File: config.mk
export PLATFORM = sky130hd
export DESIGN_NAME = nps_dist
export DESIGN_NICKNAME = d
export VERILOG_FILES = /design/src/nps_pkg.sv /design/src/nps_dist.sv
export SDC_FILE = /design/constraint.sdc
export NUM_CORES = 1
export LEC_CHECK = 0
export BUFFER_PORTS_ARGS = -buffer_cell sky130_fd_sc_hd__buf_4
export CORE_MARGIN = 4
export CORE_UTILIZATION = 40
export DETAILED_ROUTE_END_ITERATION = 10
export GPL_TIMING_DRIVEN = 0
export PLACE_DENSITY_LB_ADDON = 0.15
export REMOVE_ABC_BUFFERS = 1
export SLEW_MARGIN = 10
export SYNTH_ARGS = -nofsm -noshare
export SYNTH_HDL_FRONTEND = slang
export SYNTH_SLANG_ARGS = --single-unit
File: constraint.sdc
create_clock -name vclk -period 16
set_input_delay 3.2 -clock vclk [all_inputs]
set_output_delay 3.2 -clock vclk [all_outputs]
set_load 0.05 [all_outputs]
File: src/nps_pkg.sv
// ----------------------------------------------------------------------------
// nps_pkg
// Shared types and constants of the nearest palette color search block.
// ----------------------------------------------------------------------------
package nps_pkg;

    localparam int PALETTE_ENTRIES_DEF = 256;
    localparam int KEEP_ENTRIES_DEF    = 16;
    localparam int MEMO_DEPTH          = 262144;
    localparam int MEMO_KEY_W          = $clog2(MEMO_DEPTH);
    localparam int SEARCH_END          = 255;
    localparam int DIST_W              = 18;
    localparam int KEEP_COUNT_W        = 5;
    localparam int APB_ADDR_W          = 4;
    localparam int APB_DATA_W          = 32;

    localparam logic [7:0] EMPTY_MEMO      = 8'd255;
    localparam logic [7:0] RESTRICT_BOTTOM = 8'd128;

    typedef enum logic [1:0] {
        MODE_SEARCH   = 2'd0,
        MODE_PAL_WR   = 2'd1,
        MODE_KEEP_WR  = 2'd2,
        MODE_MEMO_CLR = 2'd3
    } t_mode;

    typedef enum logic [1:0] {
        REG_RESTRICT   = 2'd0,
        REG_ALLOW      = 2'd1,
        REG_KEEP_COUNT = 2'd2
    } t_reg_idx;

    typedef struct packed {
        logic [7:0] red;
        logic [7:0] green;
        logic [7:0] blue;
    } t_rgb;

    localparam t_rgb PURE_GREEN = 24'h00ff00;

    typedef struct packed {
        t_mode      mode;
        logic [7:0] entry_index;
        logic [7:0] red;
        logic [7:0] green;
        logic [7:0] blue;
    } t_in_word;

    typedef struct packed {
        logic [7:0] color_index;
        logic       from_memo;
    } t_out_word;

    typedef struct packed {
        logic                  rd_en;
        logic [MEMO_KEY_W-1:0] rd_key;
        logic                  wr_en;
        logic [MEMO_KEY_W-1:0] wr_key;
        logic [7:0]            wr_data;
        logic                  clear;
    } t_memo_req;

    typedef struct packed {
        logic       en;
        logic [7:0] slot;
        t_rgb       rgb;
    } t_keep_wr;

endpackage

File: src/nps_dist.sv
// ----------------------------------------------------------------------------
// nps_dist
// Squared Euclidean distance between a query color and a palette color.
// ----------------------------------------------------------------------------
module nps_dist (
    input  nps_pkg::t_rgb                i_a,
    input  nps_pkg::t_rgb                i_b,
    output logic [nps_pkg::DIST_W-1:0]   o_dist
);

    logic [7:0]  dr, dg, db;
    logic [15:0] sr, sg, sb;

    always_comb begin
        dr = (i_a.red   > i_b.red)   ? i_a.red   - i_b.red   : i_b.red   - i_a.red;
        dg = (i_a.green > i_b.green) ? i_a.green - i_b.green : i_b.green - i_a.green;
        db = (i_a.blue  > i_b.blue)  ? i_a.blue  - i_b.blue  : i_b.blue  - i_a.blue;
        sr = 16'(dr) * 16'(dr);
        sg = 16'(dg) * 16'(dg);
        sb = 16'(db) * 16'(db);
        o_dist = nps_pkg::DIST_W'(sr) + nps_pkg::DIST_W'(sg) + nps_pkg::DIST_W'(sb);
    end

endmodule

==> results.yml <==
status:
  outcome: "complete, no violations"
flow_run:
  cap_viol_max_count: 0
synth:
  yosysTopAreaCellShare: 0.376
  synth_common_cells: "246 x inv_1, 139 x fa_1, 124 x ha_1"
  syn_area_per_cell_um2: 8.60
  synth_warnings: 0
  yosysTopAreaCell: "fa_1"
  synth_area_um2: 7390
  synth.distinct_cells: 56
  synth.most_common_cell: "inv_1"
  synth_cells: 860
  yosys-top-cells-area: "fa_1 38%, ha_1 21%, inv_1 12%"
  yosysSeqAreaShare: 0
global_routing:
  grt_max_degree: 14
  overflow: 0
  grt_usage: 0.144
  grt_pass1_wl_mm: 25.1
  antenna_found_initial: 0
  grt_pass1_vias: 5460
routing:
  vias: 5433
  firstDrtPassIters: 4
  detail_route.wl_per_cell_um: 12.7
  drt-total-wl_mm: 14.4
  drc: 0
  final_antenna_net_count: 0
  drt-vias-per-instance: 4.77
  first_iter_violations: 162
setup_path:
  crit_path_max_fanout: 9
  crit_required_ns: 12.80
  cp-end-kind: "primary output"
  worstSetupPathType: "input pin to primary output"
  critPathMaxStageDelay_ns: 0.80
  cp_slowest_cell: "xor2_1"
  crit_path_start_kind: "input pin"
  critPathArrivalTime_ns: 12.25
  worstSetupEndpoint: "o_dist[16]"
  critical_path.most_common_cell: "fa_1"
  crit_start: "i_a[0]"
floorplanning:
  rows: 49
  initial_utilization: 0.409
  die_w_um: 144
  die-area_um2: 20700
  core_area_um2: 18100
  die_h_um: 144
  ios: 66
final_layout:
  seq_cell_count: 0
  nClkBuffers: 0
  area_delta_synth_final_pct: 10.3
  multiInputGateArea_um2: 6440
  nNetsFinal: 1222
  regArea_um2: 0
  drive_gt1_frac: 0.112
  fillers: 1881
  antennaDiodeCount: 0
clock_network:
  cts_hold_buf: 0
sta:
  worst_pin_slew_ns: 0.996
  hold_viol: 0
  timing.final.crit_share: 0.966
  setup-violations-final: 0
  max_freq_ghz: 0.0647
  tns_ns: 0
  slew_headroom: 0.331
  fin_crit_ns: 15.45
  rsz0062_at_grt: "false"
  finalMaxSlewViolations: 0
placed_design:
  portBuffers: 66
  post-dp-hpwl_mm: 13.1
  gp_congestion: 0.804
hold_path:
  hp-class: "input pin to primary output"
-- per-layer routing --
layer / vias up / global-route usage / share of wire
met5: - / 0 / 0
met4: 0 / 0.00198 / 0.0016
met3: 2 / 0.000333 / 0.022
met2: 56 / 0.258 / 0.52
met1: 2663 / 0.210 / 0.46
li1: 2712 / - / -
-- per-stage QoR --
stage / utilization / setup WS, ns / instance area, um^2 / hold WS (ns) / instances
finish: 0.451 / 0.547 / 8160 / 7.31 / 1138
global route: 0.451 / 0.0200 / 8160 / 7.37 / 1138
CTS: 0.448 / 0.327 / 8100 / 7.31 / 1138
detailed placement: 0.448 / 0.362 / 8100 / 7.31 / 1138
global placement: 0.448 / 0.355 / 8100 / 7.32 / 1138
floorplan: - / 1.67 / 7320 / 7.03 / 843
-- cells in the final DEF (no fill, tap or decap), types with 3 or more instances in the layout --
master    count
xnor2_1      15
a21o_1       14
xnor2_2       5
nor2b_1      10
a221oi_1      3
a211oi_1      3
or2_2        14
xor2_2        4
nand3_1       8
fa_1        139
nand3b_1      3
nor2_1       79
a31oi_1       5
a21oi_1      38
buf_4        66
mux2i_1      16
nand2_1      18
nor3_1        4
and2_1        3
o21ai_0      17
o21bai_1      6
ha_1        124
and3_1        4
nand2b_1     18
xor2_1       11
inv_1       246
-- how the worst min path moves through the flow --
stage,startpoint,end,slack [ns],cells past startpoint
2_1_floorplan,i_b[8],o_dist[0],7.03,3
5_1_grt,i_b[8],o_dist[0],7.37,5
3_3_place_gp,i_b[8],o_dist[0],7.32,5
4_1_cts,i_b[8],o_dist[0],7.31,5
6_report,i_b[8],o_dist[0],7.31,5
3_5_place_dp,i_b[8],o_dist[0],7.31,5
-- layout make-up --
class / instances / area share
inverter: 248 / 0.114
multi-input combinational: 595 / 0.790
tap: 229 / 0.0351
timing repair buffer: 66 / 0.0608
-- kinds of logic after synthesis --
logic type	after synthesis	synth area share
compound gates	105	0.0941
buf+inv	265	0.136
simple gates	173	0.114
fa+ha+maj	263	0.586
mux	19	0.0264
xor+xnor	35	0.0435
-- critical path, delay by kind of cell --
| kind | cells | cell delay, ns |
|---|---|---|
| mux | 1 | 0.28 |
| simple gates | 2 | 0.24 |
| fa+ha+maj | 10 | 4.43 |
| buf+inv | 8 | 0.63 |
| xor+xnor | 2 | 0.97 |
| compound gates | 8 | 2.49 |
-- repair_timing --
action / in CTS / in global routing
resized for setup: 0 / 8
setup buffers: 0 / 0
endpoints found under the setup margin: 0 / 3
Power is left out: the tool's default activity adds up to more than one toggle a clock period on the data nets, which glitch-free logic cannot reach.
