===== config.mk =====
export PLATFORM = sky130hd
export DESIGN_NAME = nps_keep
export DESIGN_NICKNAME = d
export VERILOG_FILES = /design/src/nps_pkg.sv /design/src/nps_keep.sv
export SDC_FILE = /design/constraint.sdc
export NUM_CORES = 1
export LEC_CHECK = 0
export BUFFER_PORTS_ARGS = -buffer_cell sky130_fd_sc_hd__buf_2
export CAP_MARGIN = 20
export CORE_MARGIN = 1
export CORE_UTILIZATION = 56
export CTS_CLUSTER_SIZE = 40
export DETAILED_ROUTE_END_ITERATION = 7
export GPL_TIMING_DRIVEN = 1
export PLACE_DENSITY = 0.76
export SLEW_MARGIN = 5
export SYNTH_ARGS = -nofsm -noshare
export SYNTH_HDL_FRONTEND = slang
export SYNTH_SLANG_ARGS = --single-unit

===== constraint.sdc =====
create_clock -name i_clk -period 3.27 [get_ports i_clk]
set_input_delay 0.654 -clock i_clk [delete_from_list [all_inputs] [get_ports i_clk]]
set_output_delay 0.654 -clock i_clk [all_outputs]
set_load 0.02 [all_outputs]

===== src/nps_pkg.sv =====
// ----------------------------------------------------------------------------
// nps_pkg
// Shared types and constants of the nearest palette color search block.
// ----------------------------------------------------------------------------
package nps_pkg;

    localparam int PALETTE_ENTRIES_DEF = 256;
    localparam int KEEP_ENTRIES_DEF    = 16;
    localparam int MEMO_DEPTH          = 262144;
    localparam int MEMO_KEY_W          = $clog2(MEMO_DEPTH);
    localparam int SEARCH_END          = 255;
    localparam int DIST_W              = 18;
    localparam int KEEP_COUNT_W        = 5;
    localparam int APB_ADDR_W          = 4;
    localparam int APB_DATA_W          = 32;

    localparam logic [7:0] EMPTY_MEMO      = 8'd255;
    localparam logic [7:0] RESTRICT_BOTTOM = 8'd128;

    typedef enum logic [1:0] {
        MODE_SEARCH   = 2'd0,
        MODE_PAL_WR   = 2'd1,
        MODE_KEEP_WR  = 2'd2,
        MODE_MEMO_CLR = 2'd3
    } t_mode;

    typedef enum logic [1:0] {
        REG_RESTRICT   = 2'd0,
        REG_ALLOW      = 2'd1,
        REG_KEEP_COUNT = 2'd2
    } t_reg_idx;

    typedef struct packed {
        logic [7:0] red;
        logic [7:0] green;
        logic [7:0] blue;
    } t_rgb;

    localparam t_rgb PURE_GREEN = 24'h00ff00;

    typedef struct packed {
        t_mode      mode;
        logic [7:0] entry_index;
        logic [7:0] red;
        logic [7:0] green;
        logic [7:0] blue;
    } t_in_word;

    typedef struct packed {
        logic [7:0] color_index;
        logic       from_memo;
    } t_out_word;

    typedef struct packed {
        logic                  rd_en;
        logic [MEMO_KEY_W-1:0] rd_key;
        logic                  wr_en;
        logic [MEMO_KEY_W-1:0] wr_key;
        logic [7:0]            wr_data;
        logic                  clear;
    } t_memo_req;

    typedef struct packed {
        logic       en;
        logic [7:0] slot;
        t_rgb       rgb;
    } t_keep_wr;

endpackage


===== src/nps_keep.sv =====
// ----------------------------------------------------------------------------
// nps_keep
// Keep list of non-darkening colors, held as a row of compare cells.
// ----------------------------------------------------------------------------
module nps_keep #(
    parameter int KEEP_ENTRIES = nps_pkg::KEEP_ENTRIES_DEF
) (
    input  logic                              i_clk,
    input  nps_pkg::t_keep_wr                 i_wr,
    input  logic [nps_pkg::KEEP_COUNT_W-1:0]  i_keep_count,
    input  nps_pkg::t_rgb                     i_probe,
    output logic                              o_hit
);

    localparam int KAW = (KEEP_ENTRIES > 1) ? $clog2(KEEP_ENTRIES) : 1;

    nps_pkg::t_rgb r_entry [KEEP_ENTRIES];

    always_ff @(posedge i_clk) begin
        if (i_wr.en && ({1'b0, i_wr.slot} < 9'(KEEP_ENTRIES))) begin
            r_entry[i_wr.slot[KAW-1:0]] <= i_wr.rgb;
        end
    end

    always_comb begin
        o_hit = 1'b0;
        for (int k = 0; k < KEEP_ENTRIES; k++) begin
            if ((7'(k) < {2'b00, i_keep_count}) && (r_entry[k] == i_probe)) begin
                o_hit = 1'b1;
            end
        end
    end

endmodule


==> flow_summary_export.csv <==
group,metric,value,unit
outcome,status,"complete, but fails checks",
outcome,violations,"negative setup slack",
critical_path,crit_path_start,"r_entry[0][12]$_DFFE_PP_",
sta,post-route-period-util,103,%
routing,initialDrtViolationCount,1133,
grt,grt_pass1_wl,65200,um
logic_synthesis,avgSynthCellArea,16.6,um2
routing,drc,0,
logic_synthesis,synth_edf_count,384,
critical_path,startpoint_type,"register",
routing,dr_total_vias,9661,
grt,use_met2,49.3,%
routing,ant_nets,0,
finish,area_growth,17.8,%
critical_path,cp.arrival,2.72,ns
logic_synthesis,synth_top_area_share,69.4,%
clocking,ctsRootBufferMaster,"clkbuf_16",
routing,dr.pass1.iters,6,
finish,largest_register_ffs,384,
sta,finalSetupViolCount,1,
routing,vias_per_cell,6.00,
floorplan,io_pins,64,
clocking,cts.sinks,384,
placed_design,place_congestion,0.918,
pwr,p_leak,6.56,nW
logic_synthesis,yosysWarnings,0,
grt,grtUsageMet1,42.2,%
pwr,peakVddDrop,0.370,mV
sta,fmax,296,MHz
placed_design,portBuffers,63,
finish,final_util,67.6,%
grt,grtUsageMet3,4.66,%
logic_synthesis,ys_ff_latch,384,
critical_path,slowest_stage,"edfxtp_1",
sta,finalHoldViolCount,0,
logic_synthesis,syn-num-nets,1066,
critical_path,crit_fanout,2,
logic_synthesis,synth-main-ff-cell,"edfxtp_1",
grt,antenna_found_initial,0,
logic_synthesis,synth.largest_area_cell,"edfxtp_1",
critical_path,cpPeakStageDelay,0.41,ns
finish,final_common_cell,"edfxtp_1",
clocking,postCtsHoldBufs,0,
floorplan,num_rows,62,
finish,antenna_cells,0,
logic_synthesis,yosysUniqueCellTypes,33,
placed_design,dp_hpwl,29600,um
critical_path,critical_path_class,"register to primary output",
logic_synthesis,syn_inst,1003,
finish,final.fill_count,1927,
clocking,cts-buffers-inserted,39,
grt,grt_max_degree,25,
hold_path,hold_path.class,"primary input to register",
grt,gr-total-overflow,0,
routing,wl,45400,um
sta,final_max_slew_viol_count,0,
critical_path,cp.required,2.62,ns
critical_path,end_kind,"primary output",
finish,seqCellArea,11500,um2
clocking,post_cts_buffers,0,
sta,relSlewSlack,57.7,%
clocking,htreeDepth,2,
critical_path,crit_path_end,"o_hit",
floorplan,die_h,174,um
logic_synthesis,ys_seq_area_share,69.4,%
floorplan,die_width,174,um
sta,rsz0062_at_grt,"yes",
floorplan,core,28900,um2
clocking,clk_pin_slew,0.06,ns
routing,wl_per_cell,28.2,um
grt,grtUsageTotal,30.5,%
finish,multi_input_area,4630,um2
grt,grt_pass1_vias,9536,
sta,fin_crit,3.38,ns
sta,tightest_slew,0.629,ns
sta,hold_slack,0.559,ns
critical_path,cp_cell_sequence,"xor2_2 > nor4_2 > buf_4 > nand4_1 > nor3_4 > a31oi_4 > o2111ai_2 > buf_4",
clocking,clock_path_buffers,3,
pwr,p_per_area,537,nW/um2
logic_synthesis,ys_async_sr_fraction,0,%
floorplan,dieArea,30300,um2
sta,final.setup.worst_slack,-0.106,ns
floorplan,start_util,57.4,%
finish,final_cell_mix,"edfxtp_1 (384), xor2_1 (201), xnor2_1 (180), buf_4 (119), buf_2 (62)",
finish,drive_above_1_share,23.3,%
grt,busiest_layer,"met2",
logic_synthesis,syn_area,16600,um2
run,drv_cap,0,
finish,nNetsFinal,1261,
critical_path,crit_path_frequent_cell,"buf_4",
logic_synthesis,ys_top_cells_by_area,"edfxtp_1 (69%), xor2_1 (11%), xnor2_1 (9.5%)",
clocking,tritoncts,"yes",
## cell usage after synthesis (2+ instances only)
cell and instances:
a2111oi_0 2, nand2_1 3, nor3_1 14, nand2b_1 2, nor2_1 19, nand4_1 55, buf_6 30, nor4_1 54
nand3_1 9, xor2_1 203, edfxtp_1 384, buf_4 14, a21oi_1 2, buf_2 3, a21o_1 2, buf_12 5
a31oi_1 3, o2111ai_1 2, nor4_2 4, xnor2_1 180
## worst min-delay path by stage
stage                       start                       end  cells past startpoint
final                     i_wr[6]   r_entry[9][6]$_DFFE_PP_                      1
after global routing      i_wr[6]  r_entry[13][6]$_DFFE_PP_                      1
after CTS                 i_wr[6]  r_entry[13][6]$_DFFE_PP_                      1
after detailed placement  i_wr[6]  r_entry[13][6]$_DFFE_PP_                      1
after global placement    i_wr[6]  r_entry[11][6]$_DFFE_PP_                      1
after floorplan           i_wr[0]   r_entry[0][0]$_DFFE_PP_                      0
## stage by stage
step / cell area (um2) / power, mW / setup WS, ns / setup TNS (ns) / instances
3_5_place_dp: 18300 / 6.29 / -0.345 / -0.345 / 1542
4_1_cts: 19500 / 10.5 / -0.144 / -0.144 / 1609
3_3_place_gp: 18300 / 6.27 / -0.305 / -0.305 / 1542
6_report: 19600 / 10.5 / -0.106 / -0.106 / 1609
5_1_grt: 19600 / 10.8 / -0.204 / -0.204 / 1609
2_1_floorplan: 16600 / 5.91 / 0.0861 / 0 / 1003
## kinds of logic after synthesis
logic type | count (synthesis) | share of synthesized area, %
flip-flops | 384 | 69.4
XOR/XNOR | 384 | 20.3
AO/OA/AOI/OAI | 17 | 0.874
buffers and inverters | 52 | 3.36
AND/OR/NAND/NOR | 166 | 6.02
## worst max-delay path, delay by kind of cell (launching register included)
kind	cells	cell delay, ns
simple gates	3	0.91
buf+inv	2	0.39
compound gates	2	0.32
xor+xnor	1	0.17
flops	1	0.41
## cell type report
| type | count | share of cell area [%] |
|---|---|---|
| Timing Repair Buffer | 206 | 8.71 |
| Multi-Input combinational cell | 567 | 23.7 |
| Clock buffer | 51 | 5.22 |
| Clock inverter | 17 | 0.953 |
| Tap cell | 384 | 2.46 |
| Sequential cell | 384 | 59.0 |
## routing by layer
metal  up-vias  wire (um)
met4         0       1940
met2       602      21600
met1      4856      17700
met5         -          0
li1       4078          -
met3       125       4140
## what timing repair did
action	4_1_cts	5_1_grt
pin swaps	3	4
setup endpoints to repair	1	1
resized for setup	6	4
## power breakdown
group	internal [mW]	switching (mW)	total (mW)	leakage [nW]
clock	2.52	1.79	4.30	0.585
combinational	0.301	0.470	0.771	2.52
sequential	5.42	0.00418	5.43	3.45
total	8.24	2.26	10.5	6.56
No activity file was read; power rests on OpenSTA's default activity.
